<file path="config.mk">
export PLATFORM = sky130hd
export DESIGN_NAME = bwms_div
export DESIGN_NICKNAME = d
export VERILOG_FILES = /design/src/rtl/blend_weight_map_sampler_assert.svh /design/src/rtl/bwms_pkg.sv /design/src/rtl/bwms_div.sv
export SDC_FILE = /design/constraint.sdc
export NUM_CORES = 1
export LEC_CHECK = 0
export BUFFER_PORTS_ARGS = -buffer_cell sky130_fd_sc_hd__buf_2
export CORE_AREA = 2 2 104 106
export CTS_CLUSTER_DIAMETER = 150
export CTS_CLUSTER_SIZE = 30
export DETAILED_ROUTE_END_ITERATION = 6
export DIE_AREA = 0 0 106 108
export PLACE_DENSITY_LB_ADDON = 0.1
export SETUP_SLACK_MARGIN = 0.1
export SKIP_CTS_REPAIR_TIMING = 1
export SYNTH_ARGS = -nofsm -noshare
export SYNTH_HDL_FRONTEND = slang
export SYNTH_SLANG_ARGS = --single-unit
</file>
<file path="constraint.sdc">
create_clock -name clk -period 7.3 [get_ports clk]
set_input_delay 1.46 -clock clk [delete_from_list [all_inputs] [get_ports clk]]
set_output_delay 1.46 -clock clk [all_outputs]
set_load 0.1 [all_outputs]
</file>
<file path="src/rtl/blend_weight_map_sampler_assert.svh">
// Assertion macros used by the block's RTL file blend_weight_map_sampler.sv.
// Each macro expects clk and rst_n in the scope where it is used.
`ifndef BLEND_WEIGHT_MAP_SAMPLER_ASSERT_SVH
`define BLEND_WEIGHT_MAP_SAMPLER_ASSERT_SVH

// The consequent holds in the same cycle as the antecedent.
`define BWMS_ASSERT_IMP(label, ante, cons, msg) \
    label: assert property (@(posedge clk) disable iff (!rst_n) (ante) |-> (cons)) \
        else $error(msg);

// The consequent holds in the cycle after the antecedent.
`define BWMS_ASSERT_NXT(label, ante, cons, msg) \
    label: assert property (@(posedge clk) disable iff (!rst_n) (ante) |=> (cons)) \
        else $error(msg);

`endif

</file>
<file path="src/rtl/bwms_pkg.sv">
package bwms_pkg;

    localparam int DIM_W          = 9;
    localparam int BYTE_W         = 8;
    localparam int WT_W           = 16;
    localparam int POS_W          = 19;
    localparam int FRAC_W         = 16;
    localparam int NUM_CH         = 4;
    localparam int TEXEL_W        = NUM_CH * WT_W;
    localparam int DEF_MAX_WIDTH  = 256;
    localparam int DEF_MAX_HEIGHT = 256;

    // Shared divider: 24-bit dividend, 10-bit divisor, four quotient bits a cycle.
    localparam int DIV_W    = 24;
    localparam int DVS_W    = 10;
    localparam int DIV_STEP = 4;

    localparam logic [WT_W-1:0]   ONE_Q15 = 16'h8000;
    localparam logic [FRAC_W:0]   ONE_Q16 = 17'h10000;

    localparam logic ACT_LOAD   = 1'b0;
    localparam logic ACT_SAMPLE = 1'b1;

    localparam int CFG_IDX_W = 1;
    localparam logic [CFG_IDX_W-1:0] REG_WIDTH  = 1'b0;
    localparam logic [CFG_IDX_W-1:0] REG_HEIGHT = 1'b1;

    typedef struct packed {
        logic             start;
        logic [DIV_W-1:0] dividend;
        logic [DVS_W-1:0] divisor;
    } div_req_t;

    typedef struct packed {
        logic             busy;
        logic             done;
        logic [DIV_W-1:0] quotient;
        logic [DVS_W-1:0] remainder;
    } div_rsp_t;

endpackage

</file>
<file path="src/rtl/bwms_div.sv">
module bwms_div (
    input  logic               clk,
    input  logic               rst_n,
    input  bwms_pkg::div_req_t req,
    output bwms_pkg::div_rsp_t rsp
);

    localparam int STEPS = bwms_pkg::DIV_W / bwms_pkg::DIV_STEP;
    localparam int CNT_W = $clog2(STEPS);

    logic                          busy_reg, busy_next;
    logic                          done_reg, done_next;
    logic [CNT_W-1:0]              cnt_reg, cnt_next;
    logic [bwms_pkg::DIV_W-1:0]    quo_reg, quo_next;
    logic [bwms_pkg::DVS_W-1:0]    rem_reg, rem_next;
    logic [bwms_pkg::DVS_W-1:0]    dvs_reg, dvs_next;

    logic [bwms_pkg::DIV_W-1:0]    step_quo;
    logic [bwms_pkg::DVS_W-1:0]    step_rem;
    logic [bwms_pkg::DVS_W:0]      step_tmp;

    // Restoring division: the dividend shifts out at the top while the
    // quotient bits shift in at the bottom of the same register.
    always_comb
    begin
        step_quo = quo_reg;
        step_rem = rem_reg;
        step_tmp = '0;
        for (int i = 0; i < bwms_pkg::DIV_STEP; i++)
        begin
            step_tmp = {step_rem, step_quo[bwms_pkg::DIV_W-1]};
            step_quo = {step_quo[bwms_pkg::DIV_W-2:0], 1'b0};
            if (step_tmp >= {1'b0, dvs_reg})
            begin
                step_tmp    = step_tmp - {1'b0, dvs_reg};
                step_quo[0] = 1'b1;
            end
            step_rem = step_tmp[bwms_pkg::DVS_W-1:0];
        end
    end

    always_comb
    begin
        busy_next = busy_reg;
        done_next = 1'b0;
        cnt_next  = cnt_reg;
        quo_next  = quo_reg;
        rem_next  = rem_reg;
        dvs_next  = dvs_reg;
        if (req.start)
        begin
            busy_next = 1'b1;
            cnt_next  = '0;
            quo_next  = req.dividend;
            rem_next  = '0;
            dvs_next  = req.divisor;
        end
        else if (busy_reg)
        begin
            quo_next = step_quo;
            rem_next = step_rem;
            cnt_next = cnt_reg + 1'b1;
            if (cnt_reg == CNT_W'(STEPS - 1))
            begin
                busy_next = 1'b0;
                done_next = 1'b1;
            end
        end
    end

    always_ff @(posedge clk or negedge rst_n)
    begin
        if (!rst_n)
        begin
            busy_reg <= 1'b0;
            done_reg <= 1'b0;
            cnt_reg  <= '0;
        end
        else
        begin
            busy_reg <= busy_next;
            done_reg <= done_next;
            cnt_reg  <= cnt_next;
        end
    end

    always_ff @(posedge clk)
    begin
        quo_reg <= quo_next;
        rem_reg <= rem_next;
        dvs_reg <= dvs_next;
    end

    assign rsp.busy      = busy_reg;
    assign rsp.done      = done_reg;
    assign rsp.quotient  = quo_reg;
    assign rsp.remainder = rem_reg;

endmodule

</file>
# After elaboration in Yosys (flattened, before gate mapping)
# Cells that the tools add are included.
# W data, S select, Z words.
# totals
reg_bits	49
latchBits	0
ramBits	0
mem_bits_ro	0
output_inout_bits	36
memories	0
# classes
addsub	5
mul	0
n_div	0
order_cmp	4
n_eq_ne	1
n_shift	0
mux	18
bitwise	0
n_reduce_logical	1
# op_table
cell	n
$mux W24	2
$ge A11 B10 Y1	4
$mux W10	4
$sub A10 B10 Y10	4
$mux W1	10
$mux W3	2
$add A3 B1 Y3 const B	1
$eq A3 B3 Y1 const B	1
$reduce_bool A2 Y1	1

# Logic depth before layout (Yosys ltp)
# logic_depth
ltp_word	10
depth_mapped	39
mapped_depth_nobuf	36

# Worst setup path before layout
# No wires, ideal clock.
# synth_timing
kind	reg2reg
from	register rem_reg[2] in the netlist's numbering
to	register quo_reg[0] in the netlist's numbering, data pin
setup_time_ns	0.260
arrival_time_ns	8.020
t_required_ns	7.040
path_slack_ns	-0.980
path_stages_with_launch	37
path_buffers	3
period_less_slack_ns	8.280
path_cell_list	dfxtp_1 > ha_1 > a21o_1 > a21oi_1 > a31oi_1 > nor2_2 > mux2_2 > ha_1 > a21o_1 > a21oi_1 > a21oi_1 > o221ai_1 > nand3_1 > buf_2 > mux2_2 > inv_1 > ha_1 > nor2b_1 > o2111ai_1 > nand3_1 > and4_1 > o21a_1 > o21ai_0 > clkbuf_1 > a21oi_1 > a21o_1 > ha_1 > nor2b_1 > o21ai_0 > a21o_1 > a31oi_1 > a21oi_1 > a2bb2oi_1 > o311a_1 > buf_2 > nand2_1 > mux2_2
# synth_via
elab_chain_cells	10
# synth_rtl
element	line_no	text
start, declared	bwms_div.sv:15	logic [bwms_pkg::DVS_W-1:0] rem_reg, rem_next;
start signal, assigned	bwms_div.sv:90	rem_reg <= rem_next;
$sub A10 B10 Y10 / $ge A11 B10 Y1 (equally long branches)	bwms_div.sv:35, bwms_div.sv:33	
$mux W10 (*)	bwms_div.sv:33	if (step_tmp >= {1'b0, dvs_reg})
$sub A10 B10 Y10 / $ge A11 B10 Y1 (equally long branches)	bwms_div.sv:35, bwms_div.sv:33	
$mux W10 (*)	bwms_div.sv:33	
$sub A10 B10 Y10 / $ge A11 B10 Y1 (equally long branches)	bwms_div.sv:35, bwms_div.sv:33	
$mux W10 (*)	bwms_div.sv:33	
$ge A11 B10 Y1 (*)	bwms_div.sv:33	
$mux W1 (*)	bwms_div.sv:33	
$mux W24 (*)	bwms_div.sv:58	else if (busy_reg)
$mux W24 (*)	bwms_div.sv:50	if (req.start)
named net quo_next, one bit	bwms_div.sv:14	logic [bwms_pkg::DIV_W-1:0] quo_reg, quo_next;
end signal, assigned	bwms_div.sv:89	quo_reg <= quo_next;
end, declared	bwms_div.sv:14	
# The timed path passes the listed nets; every way through them passes the cells marked *. The select of a mux whose other input is x is not followed.
# A chain may end at the register's enable or synchronous reset.

# Worst setup path in the final report
# layout_timing
from	register dvs_reg[3] in the netlist's numbering
to	register rem_reg[6] in the netlist's numbering
# layout_via
elab_chain_cells	8
# layout_rtl
element	line_no	text
start, declared	bwms_div.sv:16	logic [bwms_pkg::DVS_W-1:0] dvs_reg, dvs_next;
start signal, assigned	bwms_div.sv:91	dvs_reg <= dvs_next;
$sub A10 B10 Y10 / $ge A11 B10 Y1 (equally long branches)	bwms_div.sv:35, bwms_div.sv:33	
$mux W10	bwms_div.sv:33	
$sub A10 B10 Y10 / $ge A11 B10 Y1 (equally long branches)	bwms_div.sv:35, bwms_div.sv:33	
$mux W10	bwms_div.sv:33	
$sub A10 B10 Y10 / $ge A11 B10 Y1 (equally long branches)	bwms_div.sv:35, bwms_div.sv:33	
$mux W10	bwms_div.sv:33	
$sub A10 B10 Y10 / $ge A11 B10 Y1 (equally long branches)	bwms_div.sv:35, bwms_div.sv:33	
$mux W10 (*)	bwms_div.sv:33	
# Mark *: on every way between the ends. The rest lies on a longest branch, timed or not.

==> flow_summary.json <==
{
  "most-common-layout-cells": "buf_4 (105), buf_2 (72), edfxtp_1 (34)",
  "final_common_cell": "buf_4",
  "final_util_pct": 61.9,
  "gp_congestion": 0.990,
  "timing.hold.worst.class": "reg2reg",
  "worstSetupPathType": "reg2reg",
  "remaining_drc_errors": 0,
  "synth_compound_area_share_pct": 21.9,
  "final_net_count": 694,
  "max_freq_mhz": 134,
  "relSlewSlack_pct": 31.4,
  "synth_top_family_by_area": "compound AO/OA/AOI/OAI gates",
  "viasPerCell": 5.37,
  "final_cells": 748,
  "coreArea_mm2": 0.0102,
  "min_delay_path_depth": 2,
  "dieHeight_um": 108,
  "grt_pass1_wl_mm": 20.3,
  "finalSetupViolCount": 10,
  "drv_cap": 0,
  "yosys.area.top_type_share_pct": 23.9,
  "wl_per_cell_um": 18.3,
  "critPathMaxFanout": 6,
  "final_antenna_net_count": 0,
  "cts_tree": "built",
  "r2r_cells": 36,
  "largest_reg_flops": 24,
  "post-route-period-util_pct": 103,
  "grt_pass1_vias": 3948,
  "worstPathRequired_ps": 7500,
  "drtIter0Drc": 155,
  "synthMuxAreaShare_pct": 9.64,
  "crit_slowest_cell": "edfxtp_1",
  "grt_max_degree": 41,
  "fin_skew_ps": 9.10,
  "cts_root_buffer": "clkbuf_8",
  "synth_warnings": 0,
  "grt_overflow": 0,
  "synth_edf_count": 34,
  "dpl.cell_count": 717,
  "grt_usage_pct": 23.0,
  "cts_buffers": 5,
  "die_w_um": 106,
  "fin_ws_ps": -187,
  "crit_path_end_kind": "flop",
  "die_area_mm2": 0.0114,
  "antenna_cells": 0,
  "ioPinCount": 73,
  "cp-startpoint": "dvs_reg[3]",
  "yosysTopAreaCell": "edfxtp_1",
  "start_kind": "flop",
  "min_period_ps": 7490,
  "postSynthAreaPerCell_um2": 9.77,
  "htreeDepth": 2,
  "yosysUniqueCellTypes": 59,
  "dp_hpwl_mm": 10.8,
  "ys_ff_latch": 49,
  "n_fill_cell": 883,
  "clockBufferDepth": 2,
  "violations": "negative setup slack",
  "syn-cell-area_mm2": 0.00427,
  "initial_utilization_pct": 41.8,
  "status": "finished with violations",
  "synth_fa_ha_area_share_pct": 14.2,
  "clk-insertion-delay-late_ps": 310,
  "first_pass_iters": 4,
  "hold_viol": 0,
  "antenna_found_initial": 0,
  "synthesis.nets": 520,
  "synthToLayoutAreaGrowth_pct": 48.2,
  "routed_wl_mm": 13.7,
  "synth_xor_area_share_pct": 5.33,
  "synthArstFlopShare_pct": 10.2,
  "arrival_ps": 7680,
  "crit_top_cell": "buf_6",
  "ys.flop_type": "edfxtp_1",
  "tightest_slew_ps": 1030,
  "synthSimpleGateAreaFrac_pct": 12.7,
  "rows": 37,
  "clkTransAtPathRegs_ps": 100,
  "vias": 4020,
  "finalMaxSlewViolations": 0,
  "drive_gt1_share_pct": 52.9,
  "clock_sinks": 49,
  "reg2reg_from": "dvs_reg[3]",
  "syn_inst": 437,
  "min-delay-start": "cnt_reg[2]",
  "io_buffers": 72,
  "ys_seq_area_share_pct": 31.5,
  "rsz0062_at_grt": "yes",
  "yosys-top-cells-area": "edfxtp_1 (24%), ha_1 (12%), mux2_2 (8.7%), dfxtp_1 (4.7%), a21o_1 (3.3%)",
  "cpPeakStageDelay_ps": 400
}
## area by class of cell
cell class | instances | area, µm² | area share, %
timing repair buffer | 186 | 1270 | 20.1
inverter | 28 | 105 | 1.66
sequential | 49 | 1360 | 21.5
multi-input combinational | 341 | 3320 | 52.5
clock inverter | 3 | 33.8 | 0.534
tap | 136 | 170 | 2.69
clock buffer | 5 | 68.8 | 1.09
## cell usage after synthesis, types with 5 or more instances
cell	count
a2111oi_2	5
a211oi_1	16
a21o_1	19
a21oi_1	24
a31oi_1	6
and2_1	6
buf_2	8
clkbuf_1	6
dfrtp_1	5
dfxtp_1	10
edfxtp_1	34
ha_1	42
inv_1	28
mux2_2	33
nand2_1	21
nand3_1	12
nand4_1	5
nor2_1	24
nor2b_1	9
nor3_1	7
o21a_1	9
o21ai_0	19
or3_1	6
xnor2_1	15
xor2_1	11
## metal layers
| layer | vias to the layer above | share of wire [%] | track usage (%) |
|---|---|---|---|
| li1 | 1981 | - | - |
| met1 | 1932 | 44 | 30.6 |
| met2 | 82 | 49 | 39.7 |
| met3 | 25 | 3.7 | 2.47 |
| met4 | 0 | 3.2 | 6.77 |
| met5 | - | 0 | 0 |
## worst paths after layout
kind | end | slack (ps)
max in group asynchronous | done_reg | 6230
min reg2reg | cnt_reg[2] | 560
min in group asynchronous | cnt_reg[0] | 940
max reg2reg | rem_reg[6] | -190
max | rem_reg[6] | -190
min | cnt_reg[2] | 560
## critical path, delay by kind of cell, from the launching register on
family | cells | cell delay (ps)
AND/OR/NAND/NOR | 6 | 1150
adder cells (fa/ha/maj) | 4 | 940
AO/OA/AOI/OAI | 16 | 3140
multiplexers | 2 | 680
flip-flops | 1 | 400
buffers and inverters | 8 | 1040
## metrics by stage
step / TNS (ps) / cell area [µm²] / hold slack [ps] / worst slack (ps)
global route: -4250 / 6330 / 569 / -455
detailed placement: -3600 / 5620 / 527 / -479
global placement: -2860 / 5620 / 527 / -392
finish: -1310 / 6330 / 556 / -187
CTS: -4300 / 5720 / 553 / -545
floorplan: -115 / 4530 / 505 / -115
## logic make-up after synthesis
kind of cell	Yosys count
buf+inv	47
simple gates	106
fa+ha+maj	46
xor+xnor	26
compound gates	126
mux	37
flops	49
Power is not shown: default switching activity piles up to over one toggle a cycle in this logic, so the estimate is an artifact.
